==> src/hdl/mspid_pkg.sv <==
`default_nettype none
package mspid_pkg;
    localparam int DUTY_MAX_DEF       = 1000;
    localparam int PID_PERIOD_MS_DEF  = 10;
    localparam int RAMP_INC_DEF       = 5;
    localparam int RAMP_PERIOD_MS_DEF = 10;
    localparam int STOP_DEC_DEF       = 10;
    localparam int STOP_PERIOD_MS_DEF = 10;

    localparam logic [2:0] CFG_PROP  = 3'd0;
    localparam logic [2:0] CFG_INTEG = 3'd1;
    localparam logic [2:0] CFG_DERIV = 3'd2;
    localparam logic [2:0] CFG_ILIM  = 3'd3;
    localparam logic [2:0] CFG_FLOOR = 3'd4;
    localparam logic [2:0] CFG_STALL = 3'd5;
    localparam logic [2:0] CFG_FLOW  = 3'd6;
    localparam logic [2:0] CFG_FHIGH = 3'd7;

    localparam logic [2:0] MODE_IDLE  = 3'd0;
    localparam logic [2:0] MODE_UP    = 3'd1;
    localparam logic [2:0] MODE_RUN   = 3'd2;
    localparam logic [2:0] MODE_DOWN  = 3'd3;
    localparam logic [2:0] MODE_FAULT = 3'd4;

    localparam logic [31:0] SPEED_NUM = 32'd256000000;
    localparam int          LAMP_MS   = 250;

    typedef enum logic [3:0] {
        ST_IDLE, ST_TICK, ST_DIV, ST_MUL_P, ST_MUL_I, ST_MUL_D, ST_SUM, ST_OUT
    } t_state;

    // Commands from the sequencer to the datapath.
    typedef struct packed {
        logic tick;     // latch input, run tick logic
        logic div_go;   // start the speed divider
        logic mul_p;
        logic mul_i;
        logic mul_d;
        logic sum;
        logic finish;   // register result, raise output valid
    } t_cmd;

    typedef struct packed {
        logic need_pid; // this tick runs the PID update
        logic div_done;
    } t_stat;
endpackage
`default_nettype wire

==> src/hdl/mspid_ctrl.sv <==
`default_nettype none
module mspid_ctrl (
    input  wire                 i_clk,
    input  wire                 i_rst_n,
    input  wire                 i_start,
    input  wire                 i_out_free,
    input  mspid_pkg::t_stat    i_stat,
    output mspid_pkg::t_cmd     o_cmd,
    output logic                o_busy
);
    import mspid_pkg::*;
    t_state r_state, n_state;

    always_ff @(posedge i_clk) begin
        if (!i_rst_n) r_state <= ST_IDLE;
        else r_state <= n_state;
    end

    always_comb begin
        n_state = r_state;
        unique case (r_state)
            ST_IDLE:  if (i_start) n_state = ST_TICK;
            ST_TICK:  n_state = i_stat.need_pid ? ST_DIV : ST_OUT;
            ST_DIV:   if (i_stat.div_done) n_state = ST_MUL_P;
            ST_MUL_P: n_state = ST_MUL_I;
            ST_MUL_I: n_state = ST_MUL_D;
            ST_MUL_D: n_state = ST_SUM;
            ST_SUM:   n_state = ST_OUT;
            ST_OUT:   if (i_out_free) n_state = ST_IDLE;
            default:  n_state = ST_IDLE;
        endcase
    end

    always_comb begin
        o_cmd = '0;
        o_busy = 1'b1;
        unique case (r_state)
            ST_IDLE:  o_busy = 1'b0;
            ST_TICK:  begin
                o_cmd.tick = 1'b1;
                o_cmd.div_go = i_stat.need_pid;
            end
            ST_MUL_P: o_cmd.mul_p = 1'b1;
            ST_MUL_I: o_cmd.mul_i = 1'b1;
            ST_MUL_D: o_cmd.mul_d = 1'b1;
            ST_SUM:   o_cmd.sum = 1'b1;
            ST_OUT:   o_cmd.finish = i_out_free;
            default:  ;
        endcase
    end
endmodule
`default_nettype wire

==> src/hdl/mspid_div.sv <==
`default_nettype none
// Restoring divider of the speed constant by the pulse period, one bit a cycle.
module mspid_div (
    input  wire          i_clk,
    input  wire          i_rst_n,
    input  wire          i_go,
    input  wire  [15:0]  i_den,
    output logic         o_done,
    output logic [15:0]  o_quot
);
    import mspid_pkg::*;
    logic [31:0] r_q;
    logic [16:0] r_rem;
    logic [15:0] r_den;
    logic [5:0]  r_cnt;
    logic        r_run;
    logic [17:0] w_trial;
    logic [16:0] w_sh;

    assign w_sh    = {r_rem[15:0], r_q[31]};
    assign w_trial = {1'b0, w_sh} - {2'b00, r_den};

    always_ff @(posedge i_clk) begin
        if (!i_rst_n) begin
            r_run <= 1'b0;
            r_cnt <= '0;
        end else if (i_go) begin
            r_run <= 1'b1;
            r_cnt <= 6'd32;
        end else if (r_run) begin
            r_cnt <= r_cnt - 6'd1;
            if (r_cnt == 6'd1) r_run <= 1'b0;
        end
    end

    always_ff @(posedge i_clk) begin
        if (i_go) begin
            r_q   <= SPEED_NUM;
            r_rem <= '0;
            r_den <= i_den;
        end else if (r_run) begin
            if (!w_trial[17]) begin
                r_rem <= w_trial[16:0];
                r_q   <= {r_q[30:0], 1'b1};
            end else begin
                r_rem <= w_sh;
                r_q   <= {r_q[30:0], 1'b0};
            end
        end
    end

    assign o_done = !r_run && !i_go;
    always_comb begin
        if (r_den == 16'd0) o_quot = 16'd0;
        else if (r_q[31:16] != 16'd0) o_quot = 16'hFFFF;
        else o_quot = r_q[15:0];
    end
endmodule
`default_nettype wire

==> src/hdl/mspid_dp.sv <==
`default_nettype none
module mspid_dp #(
    parameter int DUTY_MAX       = mspid_pkg::DUTY_MAX_DEF,
    parameter int PID_PERIOD_MS  = mspid_pkg::PID_PERIOD_MS_DEF,
    parameter int RAMP_INC       = mspid_pkg::RAMP_INC_DEF,
    parameter int RAMP_PERIOD_MS = mspid_pkg::RAMP_PERIOD_MS_DEF,
    parameter int STOP_DEC       = mspid_pkg::STOP_DEC_DEF,
    parameter int STOP_PERIOD_MS = mspid_pkg::STOP_PERIOD_MS_DEF
) (
    input  wire                 i_clk,
    input  wire                 i_rst_n,
    input  wire                 i_accept,
    input  wire  [19:0]         i_item,
    input  wire                 i_cfg_we,
    input  wire  [2:0]          i_cfg_idx,
    input  wire  [17:0]         i_cfg_data,
    input  mspid_pkg::t_cmd     i_cmd,
    output mspid_pkg::t_stat    o_stat,
    output logic [30:0]         o_result
);
    import mspid_pkg::*;
    localparam int          DW   = $clog2(DUTY_MAX + 1);
    localparam logic [DW-1:0] DMAX = DW'(DUTY_MAX);
    localparam logic [DW-1:0] GOAL = DW'(DUTY_MAX * 2 / 5);
    localparam int          SW   = 36;  // signed Q.8 sum width

    logic [15:0] r_kp, r_ki, r_kd, r_stall;
    logic [17:0] r_ilim;
    logic [9:0]  r_floor;
    logic [5:0]  r_flow, r_fhigh;

    logic [19:0] r_item;
    logic [2:0]  r_mode;
    logic [DW-1:0] r_duty;
    logic [31:0] r_ms, r_pid_t, r_ramp_t, r_pulse_t;
    logic [15:0] r_prev, r_period, r_speed;
    logic        r_fresh, r_lamp;
    logic [7:0]  r_lmod;
    logic        r_lpar;
    logic signed [18:0] r_integ;
    logic signed [16:0] r_lerr, r_err;
    logic signed [SW-1:0] r_acc;
    logic signed [34:0] r_prod;
    logic [30:0] r_res;

    always_ff @(posedge i_clk) begin
        if (!i_rst_n) begin
            r_kp <= '0; r_ki <= '0; r_kd <= '0;
            r_ilim <= 18'd25600; r_floor <= 10'd150; r_stall <= 16'd200;
            r_flow <= 6'd18; r_fhigh <= 6'd24;
        end else if (i_cfg_we) begin
            unique case (i_cfg_idx)
                CFG_PROP:  r_kp <= i_cfg_data[15:0];
                CFG_INTEG: r_ki <= i_cfg_data[15:0];
                CFG_DERIV: r_kd <= i_cfg_data[15:0];
                CFG_ILIM:  r_ilim <= i_cfg_data;
                CFG_FLOOR: r_floor <= i_cfg_data[9:0];
                CFG_STALL: r_stall <= i_cfg_data[15:0];
                CFG_FLOW:  r_flow <= i_cfg_data[5:0];
                CFG_FHIGH: r_fhigh <= i_cfg_data[5:0];
                default: ;
            endcase
        end
    end

    always_ff @(posedge i_clk) if (i_accept) r_item <= i_item;

    // Tick logic, applied at once in the tick cycle.
    logic [31:0] w_now, w_pulse, w_since;
    logic [15:0] w_period;
    logic        w_fresh, w_need;
    logic [2:0]  n_mode;
    logic [DW-1:0] n_duty, w_fl;
    logic [31:0] n_ramp, n_pid, n_pulse;
    logic        n_lamp, n_fresh, w_clr;
    logic [DW+8:0] w_up;
    logic [33:0] w_lim3;
    logic        w_trig, w_sel;
    logic [7:0]  n_lmod;
    logic        n_lpar;

    assign w_trig = r_item[0];
    assign w_sel  = r_item[1];
    assign w_now  = r_ms + 32'd1;
    assign w_period = r_item[2] ? r_item[19:4] - r_prev : r_period;
    assign w_fresh  = r_item[2] ? 1'b1 : r_fresh;
    assign w_pulse  = r_item[2] ? w_now : r_pulse_t;
    assign w_since  = w_now - w_pulse;
    assign w_fl     = (32'(r_floor) > 32'(DUTY_MAX)) ? DMAX : DW'(r_floor);
    assign w_up     = (DW+9)'(r_duty) + (DW+9)'(RAMP_INC);
    assign w_lim3   = {18'd0, r_stall} * 34'd3;

    // The millisecond count is tracked as a remainder and a quotient parity
    // over the blink half-period, so the lamp phase needs no divider.
    always_comb begin
        if (w_now == 32'd0) begin
            n_lmod = '0; n_lpar = 1'b0;
        end else if (r_lmod == 8'(LAMP_MS - 1)) begin
            n_lmod = '0; n_lpar = !r_lpar;
        end else begin
            n_lmod = r_lmod + 8'd1; n_lpar = r_lpar;
        end
    end

    always_comb begin
        n_mode = r_mode; n_duty = r_duty; n_ramp = r_ramp_t; n_pid = r_pid_t;
        n_pulse = w_pulse; n_lamp = r_lamp; n_fresh = w_fresh; w_clr = 1'b0;
        w_need = 1'b0;
        unique case (r_mode)
            MODE_IDLE: if (w_trig) begin
                w_clr = 1'b1; n_duty = w_fl; n_ramp = w_now + 32'(RAMP_PERIOD_MS);
                n_pulse = w_now; n_mode = MODE_UP;
            end
            MODE_UP: begin
                if (!w_trig) begin
                    n_mode = MODE_DOWN; n_ramp = w_now + 32'(STOP_PERIOD_MS);
                end else begin
                    if (w_now >= r_ramp_t) begin
                        n_ramp = w_now + 32'(RAMP_PERIOD_MS);
                        if (r_duty < GOAL)
                            n_duty = (w_up > (DW+9)'(GOAL)) ? GOAL : w_up[DW-1:0];
                        if (w_fresh) begin
                            n_fresh = 1'b0; n_pid = w_now + 32'(PID_PERIOD_MS);
                            n_mode = MODE_RUN;
                        end
                    end
                    if ({2'b00, w_since} > w_lim3) begin
                        n_duty = '0; n_lamp = 1'b1; n_mode = MODE_FAULT;
                    end
                end
            end
            MODE_RUN: begin
                if (!w_trig) begin
                    n_mode = MODE_DOWN; n_ramp = w_now + 32'(STOP_PERIOD_MS);
                end else if (w_since > {16'd0, r_stall}) begin
                    n_duty = '0; w_clr = 1'b1; n_lamp = 1'b1; n_mode = MODE_FAULT;
                end else if (w_now >= r_pid_t) begin
                    n_pid = w_now + 32'(PID_PERIOD_MS); w_need = 1'b1;
                end
            end
            MODE_DOWN: if (w_now >= r_ramp_t) begin
                n_ramp = w_now + 32'(STOP_PERIOD_MS);
                if (32'(r_duty) > 32'(STOP_DEC)) n_duty = r_duty - DW'(STOP_DEC);
                else begin
                    n_duty = '0; w_clr = 1'b1; n_mode = MODE_IDLE;
                end
            end
            MODE_FAULT: begin
                n_duty = '0;
                n_lamp = n_lpar;
                if (!w_trig) begin
                    w_clr = 1'b1; n_lamp = 1'b0; n_mode = MODE_IDLE;
                end
            end
            default: n_mode = MODE_IDLE;
        endcase
    end
    assign o_stat.need_pid = w_need;

    // Speed divider.
    logic w_ddone;
    logic [15:0] w_quot;
    mspid_div u_div (
        .i_clk(i_clk), .i_rst_n(i_rst_n), .i_go(i_cmd.div_go),
        .i_den(w_period), .o_done(w_ddone), .o_quot(w_quot)
    );
    assign o_stat.div_done = w_ddone;

    // Shared multiplier: one gain times one error per cycle.
    logic signed [15:0] w_ma;
    logic signed [17:0] w_mb;
    logic signed [16:0] w_err;
    logic signed [17:0] w_derr;
    logic signed [34:0] w_sh;
    logic signed [27:0] w_isum, w_iclamp;
    logic signed [19:0] w_ilim;

    assign w_err  = 17'($signed({5'd0, (w_sel ? r_fhigh : r_flow), 8'd0})
                  - $signed({1'b0, w_quot}));
    assign w_derr = 18'(r_err) - 18'(r_lerr);
    assign w_sh   = r_prod >>> 8;
    assign w_isum = 28'(r_integ) + 28'(w_sh);
    assign w_ilim = $signed({2'b00, r_ilim});

    always_comb begin
        if (w_isum > 28'(w_ilim)) w_iclamp = 28'(w_ilim);
        else if (w_isum < -28'(w_ilim)) w_iclamp = -28'(w_ilim);
        else w_iclamp = w_isum;
    end

    always_comb begin
        w_ma = $signed(r_kp); w_mb = 18'(w_err);
        if (i_cmd.mul_i) begin w_ma = $signed(r_ki); w_mb = 18'(r_err); end
        if (i_cmd.mul_d) begin w_ma = $signed(r_kd); w_mb = w_derr; end
    end

    logic signed [SW+1:0] w_tot;
    logic signed [SW+1:0] w_flq, w_maxq;
    assign w_tot  = (SW+2)'(r_acc) + (SW+2)'(w_sh);
    assign w_flq  = $signed({{(SW-16){1'b0}}, r_floor, 8'd0});
    assign w_maxq = $signed({{(SW-DW-6){1'b0}}, DMAX, 8'd0});
    logic [DW-1:0] w_pidd;
    always_comb begin
        if (w_tot < w_flq) w_pidd = w_fl;
        else if (w_tot > w_maxq) w_pidd = DMAX;
        else w_pidd = w_tot[DW+7:8];
    end

    always_ff @(posedge i_clk) begin
        if (!i_rst_n) begin
            r_mode <= MODE_IDLE; r_duty <= '0; r_ms <= '0; r_pid_t <= '0;
            r_ramp_t <= '0; r_pulse_t <= '0; r_prev <= '0; r_period <= '0;
            r_fresh <= 1'b0; r_integ <= '0; r_lerr <= '0; r_speed <= '0; r_lamp <= 1'b0;
            r_lmod <= '0; r_lpar <= 1'b0;
        end else begin
            if (i_cmd.tick) begin
                r_ms <= w_now; r_period <= w_period; r_pulse_t <= n_pulse;
                if (r_item[2]) r_prev <= r_item[19:4];
                r_fresh <= n_fresh; r_mode <= n_mode; r_duty <= n_duty;
                r_ramp_t <= n_ramp; r_pid_t <= n_pid; r_lamp <= n_lamp;
                r_lmod <= n_lmod; r_lpar <= n_lpar;
                if (w_clr) begin r_integ <= '0; r_lerr <= '0; end
            end
            if (i_cmd.mul_p) begin
                r_speed <= w_quot; r_err <= w_err;
            end
            if (i_cmd.mul_d) begin
                r_integ <= 19'(w_iclamp);
                r_lerr <= r_err;
            end
            if (i_cmd.sum) r_duty <= w_pidd;
        end
    end

    // The clamped integral joins the sum in the cycle where it is stored.
    always_ff @(posedge i_clk) begin
        if (i_cmd.mul_p || i_cmd.mul_i || i_cmd.mul_d) r_prod <= 35'(w_ma * w_mb);
        else if (i_cmd.sum) r_prod <= '0;
        if (i_cmd.mul_i) r_acc <= SW'($signed({2'b00, r_duty, 8'd0})) + SW'(w_sh);
        else if (i_cmd.mul_d) r_acc <= r_acc + SW'(w_iclamp);
    end

    always_ff @(posedge i_clk) if (i_cmd.finish) r_res <= {r_speed, r_mode,
        (r_mode == MODE_FAULT), r_lamp, 10'(r_duty)};
    assign o_result = r_res;
endmodule
`default_nettype wire

==> src/hdl/motor_speed_pid_sequencer.sv <==
`default_nettype none
// Channel   Dir  tdata fields (low bit up)                       tuser
// s_axis    in   capture_stamp[15:0]                              trigger_held, speed_select,
//                                                                 capture_seen
// m_axis    out  pwm_duty[9:0], fault_lamp, stalled, mode[2:0],   none
//                speed_fps_q8[15:0], zero fill to 32 bits
// config    in   write enable, index[2:0], data[17:0]             none
//
// A tick without a PID update passes from its transfer through the tick and
// output states until the input is ready again; a PID tick also waits on the
// 32-step speed divider and then runs the shared gain multiplier and the sum.
// Reset is synchronous and active low; it restores the register defaults.
// One tick is in work at a time; while a result is held by a stalled consumer,
// the next tick is still taken and computed but waits for the output, and the
// input stays blocked until the held result is taken.
module motor_speed_pid_sequencer #(
    parameter int DUTY_MAX       = mspid_pkg::DUTY_MAX_DEF,
    parameter int PID_PERIOD_MS  = mspid_pkg::PID_PERIOD_MS_DEF,
    parameter int RAMP_INC       = mspid_pkg::RAMP_INC_DEF,
    parameter int RAMP_PERIOD_MS = mspid_pkg::RAMP_PERIOD_MS_DEF,
    parameter int STOP_DEC       = mspid_pkg::STOP_DEC_DEF,
    parameter int STOP_PERIOD_MS = mspid_pkg::STOP_PERIOD_MS_DEF
) (
    input  wire          i_clk,
    input  wire          i_rst_n,
    input  wire          s_axis_tvalid,
    output logic         s_axis_tready,
    input  wire  [15:0]  s_axis_tdata,  // capture_stamp
    input  wire  [2:0]   s_axis_tuser,  // trigger_held, speed_select, capture_seen
    output logic         m_axis_tvalid,
    input  wire          m_axis_tready,
    output logic [31:0]  m_axis_tdata,  // pwm_duty, fault_lamp, stalled, mode, speed_fps_q8
    input  wire          i_cfg_we,
    input  wire  [2:0]   i_cfg_idx,
    input  wire  [17:0]  i_cfg_data
);
    import mspid_pkg::*;
    t_cmd  w_cmd;
    t_stat w_stat;
    logic  w_busy, w_acc, r_ovalid;
    logic [30:0] w_res;

    // The sequencer idles until a tick arrives; the output register frees at a take.
    assign s_axis_tready = !w_busy;
    assign w_acc = s_axis_tvalid && s_axis_tready;

    mspid_ctrl u_ctrl (
        .i_clk(i_clk), .i_rst_n(i_rst_n), .i_start(w_acc),
        .i_out_free(!r_ovalid || m_axis_tready), .i_stat(w_stat),
        .o_cmd(w_cmd), .o_busy(w_busy)
    );

    mspid_dp #(
        .DUTY_MAX(DUTY_MAX), .PID_PERIOD_MS(PID_PERIOD_MS), .RAMP_INC(RAMP_INC),
        .RAMP_PERIOD_MS(RAMP_PERIOD_MS), .STOP_DEC(STOP_DEC),
        .STOP_PERIOD_MS(STOP_PERIOD_MS)
    ) u_dp (
        .i_clk(i_clk), .i_rst_n(i_rst_n), .i_accept(w_acc),
        .i_item({s_axis_tdata, 1'b0, s_axis_tuser[2], s_axis_tuser[1], s_axis_tuser[0]}),
        .i_cfg_we(i_cfg_we), .i_cfg_idx(i_cfg_idx), .i_cfg_data(i_cfg_data),
        .i_cmd(w_cmd), .o_stat(w_stat), .o_result(w_res)
    );

    // Result valid rises when the sequencer posts a result and falls on the transfer.
    always_ff @(posedge i_clk) begin
        if (!i_rst_n) r_ovalid <= 1'b0;
        else if (w_cmd.finish) r_ovalid <= 1'b1;
        else if (m_axis_tready) r_ovalid <= 1'b0;
    end
    assign m_axis_tvalid = r_ovalid;
    assign m_axis_tdata  = {1'b0, w_res};
endmodule
`default_nettype wire

==> config.mk <==
export PLATFORM = sky130hd
export DESIGN_NAME = motor_speed_pid_sequencer
export DESIGN_NICKNAME = d
export VERILOG_FILES = /design/src/hdl/mspid_pkg.sv /design/src/hdl/mspid_ctrl.sv /design/src/hdl/mspid_div.sv /design/src/hdl/mspid_dp.sv /design/src/hdl/motor_speed_pid_sequencer.sv
export SDC_FILE = /design/constraint.sdc
export NUM_CORES = 2
export LEC_CHECK = 0
export ABC_AREA = 1
export BUFFER_PORTS_ARGS = -buffer_cell sky130_fd_sc_hd__buf_2
export CAP_MARGIN = 25
export CORE_MARGIN = 5
export CORE_UTILIZATION = 46
export CTS_CLUSTER_SIZE = 8
export DETAILED_ROUTE_END_ITERATION = 12
export GPL_TIMING_DRIVEN = 1
export PLACE_DENSITY = 0.68
export RECOVER_POWER = 100
export SLEW_MARGIN = 10
export SYNTH_ARGS = -nofsm -noshare
export SYNTH_HDL_FRONTEND = slang
export SYNTH_SLANG_ARGS = --single-unit
==> constraint.sdc <==
create_clock -name i_clk -period 9.55 [get_ports i_clk]
set_input_delay 1.91 -clock i_clk [delete_from_list [all_inputs] [get_ports i_clk]]
set_output_delay 1.91 -clock i_clk [all_outputs]
set_load 0.02 [all_outputs]
### Yosys cells after proc, flatten, opt, wreduce, memory -nomap -nowiden

Index checks and enable logic that the tools add are counted.

* register bits: 554
* memories kept: 0
* word-level logic and storage cells: 264
* bits in latches: 0
* output and inout port bits: 34
* bits in read-only memories: 0
* bits in writable memories: 0

* shifts and indexed selects: 0
* div/mod/pow operators: 0
* magnitude comparators: 12
* bitwise operators: 1
* multipliers: 2
* muxes and demuxes: 107
* add/sub/neg operators: 16
* equal/unequal tests: 46
* reduce and logical (&&, ||, !) cells: 44

Operator list (number)
* $mux 32: 13
* $mux 10: 15
* $pmux 32 s4: 1
* $mux 16: 6
* $mux 36: 2
* $mux 35: 2
* $ge 32x32->1: 2
* $pmux 32 s2: 1
* $mux 19: 3
* $add 19x27->28: 2
* $mux 28: 2
* $mux 17: 3
* $pmux 10 s5: 1
* $gt 38x19->1 const B: 1
* $lt 38x19->1: 1
* $add 36x27->37: 1
* $add 36x28->36: 1
* $mux 18: 2
* $mul 16x18->34: 1
* $mux 3: 11
* $add 32x1->32 const B: 1
* $add 32x4->32 const B: 1
* $gt 32x16->1: 1
* $gt 32x18->1: 1
* 60 further kinds: 153

### Logic depth before layout (Yosys ltp)

* word-level depth: 12
* gate-level depth with buffers: 45
* gate-level depth less buffers: 44

### By module

Synthesis repeated with hierarchy kept, for this count alone.

* cells, all modules: 7628
* area, all modules: 52481.6 µm²

Modules (own cells, without submodules)
* mspid_dp: area each 48472.7 µm², cells each 7078, sequential area each 10680.2 µm², times used 1
* mspid_div: area each 3683.5 µm², cells each 490, sequential area each 1581.5 µm², times used 1
* mspid_ctrl: area each 256.5 µm², cells each 49, sequential area each 60.1 µm², times used 1
* motor_speed_pid_sequencer: area each 68.8 µm², cells each 11, sequential area each 20.0 µm², times used 1

### Worst setup path after synthesis

No wires, ideal clock.

* path type: flip-flop to flip-flop
* start: register u_dp.u_div.r_den[1]
* end: register u_dp.r_prod[32] (data pin)
* data required time: 9280 ps
* setup time: 270 ps
* setup slack: 1480 ps
* stages on the path, launching flop included: 37
* arrival: 7800 ps
* path through: edfxtp_1 > nor4_1 > nand4_1 > clkbuf_1 > o21ai_0 > ha_1 > a21oi_1 > nor2_1 > a211oi_1 > nand2_1 > nand2_1 > nand2_1 > nand3_2 > nand2_1 > nand3_2 > nand2_4 > buf_6 > nor2_1 > fa_1 > inv_1 > fa_1 > inv_1 > fa_1 > fa_1 > fa_1 > inv_1 > fa_1 > inv_1 > ha_1 > a21oi_1 > inv_1 > a21oi_1 > nor2_1 > a2111oi_0 > nand2_1 > nand2_1 > a21oi_1

* cells in the longest elaborated chain, start to end: 7

Ends and longest elaborated chain
* start, declared: RTL line mspid_div.sv:14 `logic [15:0] r_den;`
* start signal, assigned: RTL line mspid_div.sv:40 `r_den <= i_den;`
* $logic_not 16->1: RTL line mspid_div.sv:54 `if (r_den == 16'd0) o_quot = 16'd0;`
* $mux 16: RTL line mspid_div.sv:54
* $sub 14x16->17: RTL line mspid_dp.sv:179 `- $signed({1'b0, w_quot}));`
* via u_dp.w_err[16]: RTL line mspid_dp.sv:172 `logic signed [16:0] w_err;`
* $mux 18: RTL line mspid_dp.sv:193 `if (i_cmd.mul_i) begin w_ma = $signed(r_ki); w_mb = 18'(r_err); end`
* $mux 18: RTL line mspid_dp.sv:194 `if (i_cmd.mul_d) begin w_ma = $signed(r_kd); w_mb = w_derr; end`
* $mul 16x18->34: RTL line mspid_dp.sv:237 `if (i_cmd.mul_p || i_cmd.mul_i || i_cmd.mul_d) r_prod <= 35'(w_ma * w_mb);`
* $mux 35: RTL line mspid_dp.sv:237
* end signal, assigned: RTL line mspid_dp.sv:237
* end, declared: RTL line mspid_dp.sv:43 `logic signed [34:0] r_prod;`

The timed path passes the listed nets, and every way through them passes these cells.
A chain may end at the register's enable or synchronous reset.

### Final worst setup path

* start: register u_dp.u_div.r_q[16]
* end: register u_dp.r_prod[15] (data pin)

* cells in the longest elaborated chain, start to end: 8

Ends and longest elaborated chain
* start, declared: RTL line mspid_div.sv:12 `logic [31:0] r_q;`
* start signal, assigned: RTL line mspid_div.sv:44 `r_q <= {r_q[30:0], 1'b1};`
* start signal, assigned: RTL line mspid_div.sv:47 `r_q <= {r_q[30:0], 1'b0};`
* $reduce_bool 16->1: RTL line mspid_div.sv:55 `else if (r_q[31:16] != 16'd0) o_quot = 16'hFFFF;`
* $mux 16: RTL line mspid_div.sv:55
* $mux 16: RTL line mspid_div.sv:54
* $sub 14x16->17: RTL line mspid_dp.sv:179
* $mux 18: RTL line mspid_dp.sv:193
* $mux 18: RTL line mspid_dp.sv:194
* $mul 16x18->34: RTL line mspid_dp.sv:237
* $mux 35: RTL line mspid_dp.sv:237

No other way between the ends.

==> results.md <==
* Max-Cap Viols at 11
* HP Class: reg2reg
* Row count at 123
* CTS tree: yes
* Cell Area, Placed at approximately 0.054 mm²
* # setup viols final at 0
* CP delay by family, top: adder cells
* Layout fillers at 11400
* GR Util All Layers at around a quarter
* Initial Utilization at 46.2%
* Detailed Route WL at around 160000 µm
* Sequential area share after synthesis at 23.8%
* Sink Count at 544
* Synth Register Bits at between 500 and 600
* Power Total at 22.6 mW
* Most frequent CP cell: nand2_1
* Pre-antenna DRT Iters at 6
* H-Tree Depth at 3
* Critical path data required time at 9.95 ns
* Cts repair resizes at 0
* RSZ-0062 raised after global routing: no
* CP max FO at 11
* Nets@finish at about 8300
* Skew final at 0.0315 ns
* First-pass GRT wire length at 258000 µm
* Post-route ant nets at 0
* Slew Limit Fails at 646
* Buffers & Inverters on Critical Path at 7
* Path type of the worst setup path: reg2reg
* Longest Clk Path Bufs at 3
* Detailed-route via count at slightly below 50000
* Setup WS post-layout at 0.676 ns
* Setup_tns at 0 ns
* Gpl congestion at 0.969
* Routed WL per cell at 17.9 µm
* Syn Inst Count at 7495
* Post-route clock period utilization at 92.9%
* Worst-margin pin slew at 4.05 ns
* Antenna violations before repair at 5
* CTS root buffer: clkbuf_16
* Outcome: finished, violations left
* # hold bufs at CTS at 0
* DP Worst Slack at roughly 0.8 ns
* Post-synth top area share at 15.4%
* Violated checks: capacitance limit, slew limit
* Core area at 0.112 mm²
* Setup crit start kind: flop
* Total setup buffers inserted after CTS at 0
* Leak at 27.4 nW
* Ys Warns at 0
* Arrival @ worst endpoint at 9.27 ns
* Achievable Freq at 0.113 GHz
* Slowest-stage cell, CP: fa_1
* Vias in the first global route at 46800
* Main synth FF type: dfxtp_1
* Post-synth cell types at 67
* Largest net degree at the start of global routing at about 110
* Layout cells sized above 1 at 3.55%
* CP peak stage delay at 0.55 ns
* Worst-Skew Late Latency at 0.67 ns
* IO Pins at 79
* Final hold viol count at 0
* Grt total ovfl at 0
* CTS buffer count at 81
* Pwr per Cell Area at 402 mW/mm²
* Top cells by count, synth: nand2_1, inv_1, nor2_1, a21oi_1, o21ai_0
* Post-synthesis cell area at 0.0519 mm²
* EDFF count, synth at 145
* Synth top area cells: dfxtp_1, nand2_1, fa_1
* Ys async rst share at 0%
* Most common cell in the synthesized netlist: nand2_1
* Post-Synthesis Net Count at 8296
* Antenna Cells at 0
* Die X-Extent at 346 µm
* Syn Area/Cell at roughly 6.9 µm²
* Via density at around 5.4
* First DRT Iteration DRCs at 4523
* Die area at 0.120 mm²
* Rel. slew slack at -170%
* Critical path endpoint category: flop
* IO buf count at between 70 and 80
* Post-Layout Cell Count at just over 9000
* Fin area at approximately 0.056 mm²
* Minimum clock period after layout at 8.87 ns
* Max IR drop VDD at 0.527 mV
* P&R area growth vs syn at 8.41%
* Placed instance count at 8964
* Die Ht at 346 µm
* Half-perimeter wire length after placement at 130000 µm
* Drt drc at 0
* Clock transition at path regs at roughly 0.05 ns
* Largest area contributor in the netlist: dfxtp_1
## placed cells by master (no fill, tap or decap), types with 11 or more instances in the layout
| cell type | instances |
|---|---|
| buf_2 | 41 |
| nand3_1 | 283 |
| or2_2 | 11 |
| nor2_1 | 769 |
| nor4_1 | 29 |
| o21bai_1 | 24 |
| buf_4 | 53 |
| edfxtp_1 | 145 |
| a21oi_1 | 620 |
| clkbuf_16 | 82 |
| inv_2 | 12 |
| inv_1 | 1285 |
| dfxtp_1 | 399 |
| clkinv_1 | 14 |
| a21o_1 | 15 |
| clkbuf_1 | 85 |
| o211ai_1 | 52 |
| nand3b_1 | 13 |
| o21ai_1 | 16 |
| ha_1 | 458 |
| xnor2_1 | 46 |
| nand2_1 | 1755 |
| o21ai_0 | 558 |
| nor3_1 | 63 |
| a211oi_1 | 14 |
| nand2_2 | 16 |
| xor2_1 | 158 |
| a31oi_1 | 29 |
| a22oi_1 | 28 |
| fa_1 | 298 |
| o21a_1 | 20 |
| nand4_1 | 82 |
## registers in the layout (all words and copies together) (netlist names), 17 cells and up
signal	cells
u_dp.o_result	31
u_dp.r_acc	36
u_dp.r_err	17
u_dp.r_ilim	18
u_dp.r_integ	19
u_dp.r_item	19
u_dp.r_lerr	17
u_dp.r_ms	32
u_dp.r_pid_t	32
u_dp.r_prod	26
u_dp.r_pulse_t	32
u_dp.r_ramp_t	32
u_dp.u_div.r_q	32
## layout make-up
| class | instances | area, µm² | area share, % |
|---|---|---|---|
| multi-input cells | 5464 | 33800 | 60.2 |
| flip-flops and latches | 544 | 12300 | 21.9 |
| inverters | 1310 | 4920 | 8.75 |
| clock buffers | 120 | 2240 | 3.99 |
| well taps | 1500 | 1880 | 3.34 |
| repair buffers | 147 | 803 | 1.43 |
| clock inverters | 11 | 204 | 0.363 |
## where the power goes
group,switching (mW),internal (mW)
logic,10.8,5.48
registers,0.474,3.03
clock network,1.16,1.65
total,12.5,10.2
## cells by family after synthesis
kind of cell,after synthesis,share of synthesized area [%]
and+or+nand+nor,3067,24.2
buffers and inverters,1487,10.9
AOI/OAI and AO/OA,1435,15.0
adders and majority gates,756,22.5
DFF,544,23.8
xor gates and xnor gates,205,3.48
other,1,0.00723
## worst paths after layout
path / startpoint / endpoint / slack, ns / depth (start not counted)
min reg2reg: u_dp.r_speed[5]$_SDFFE_PN0N_ / u_dp.o_result[20]$_DFFE_PP_ / 0.43 / 0
max: u_dp.u_div.r_q[16]$_SDFFE_PP0P_ / u_dp.r_prod[15]$_SDFFCE_PN0P_ / 0.68 / 33
min: u_dp.r_speed[5]$_SDFFE_PN0N_ / u_dp.o_result[20]$_DFFE_PP_ / 0.43 / 0
max reg2reg: u_dp.u_div.r_q[16]$_SDFFE_PP0P_ / u_dp.r_prod[15]$_SDFFCE_PN0P_ / 0.68 / 33
## through the flow
step,hold slack [ns],util [%]
after floorplan,0.403,-
after global placement,0.416,48.1
after detailed placement,0.422,48.1
after CTS,0.434,50.3
after global routing,0.444,50.1
final,0.430,50.1
## metal layers
layer	GRT usage (%)	wire length (µm)	vias to the layer above
met2	43.4	74300	1487
met3	3.97	10400	265
met5	0	0	-
li1	-	-	24200
met1	36.5	73600	23100
met4	8.08	4960	0
Note: power is estimated with default switching activity, not from simulation.
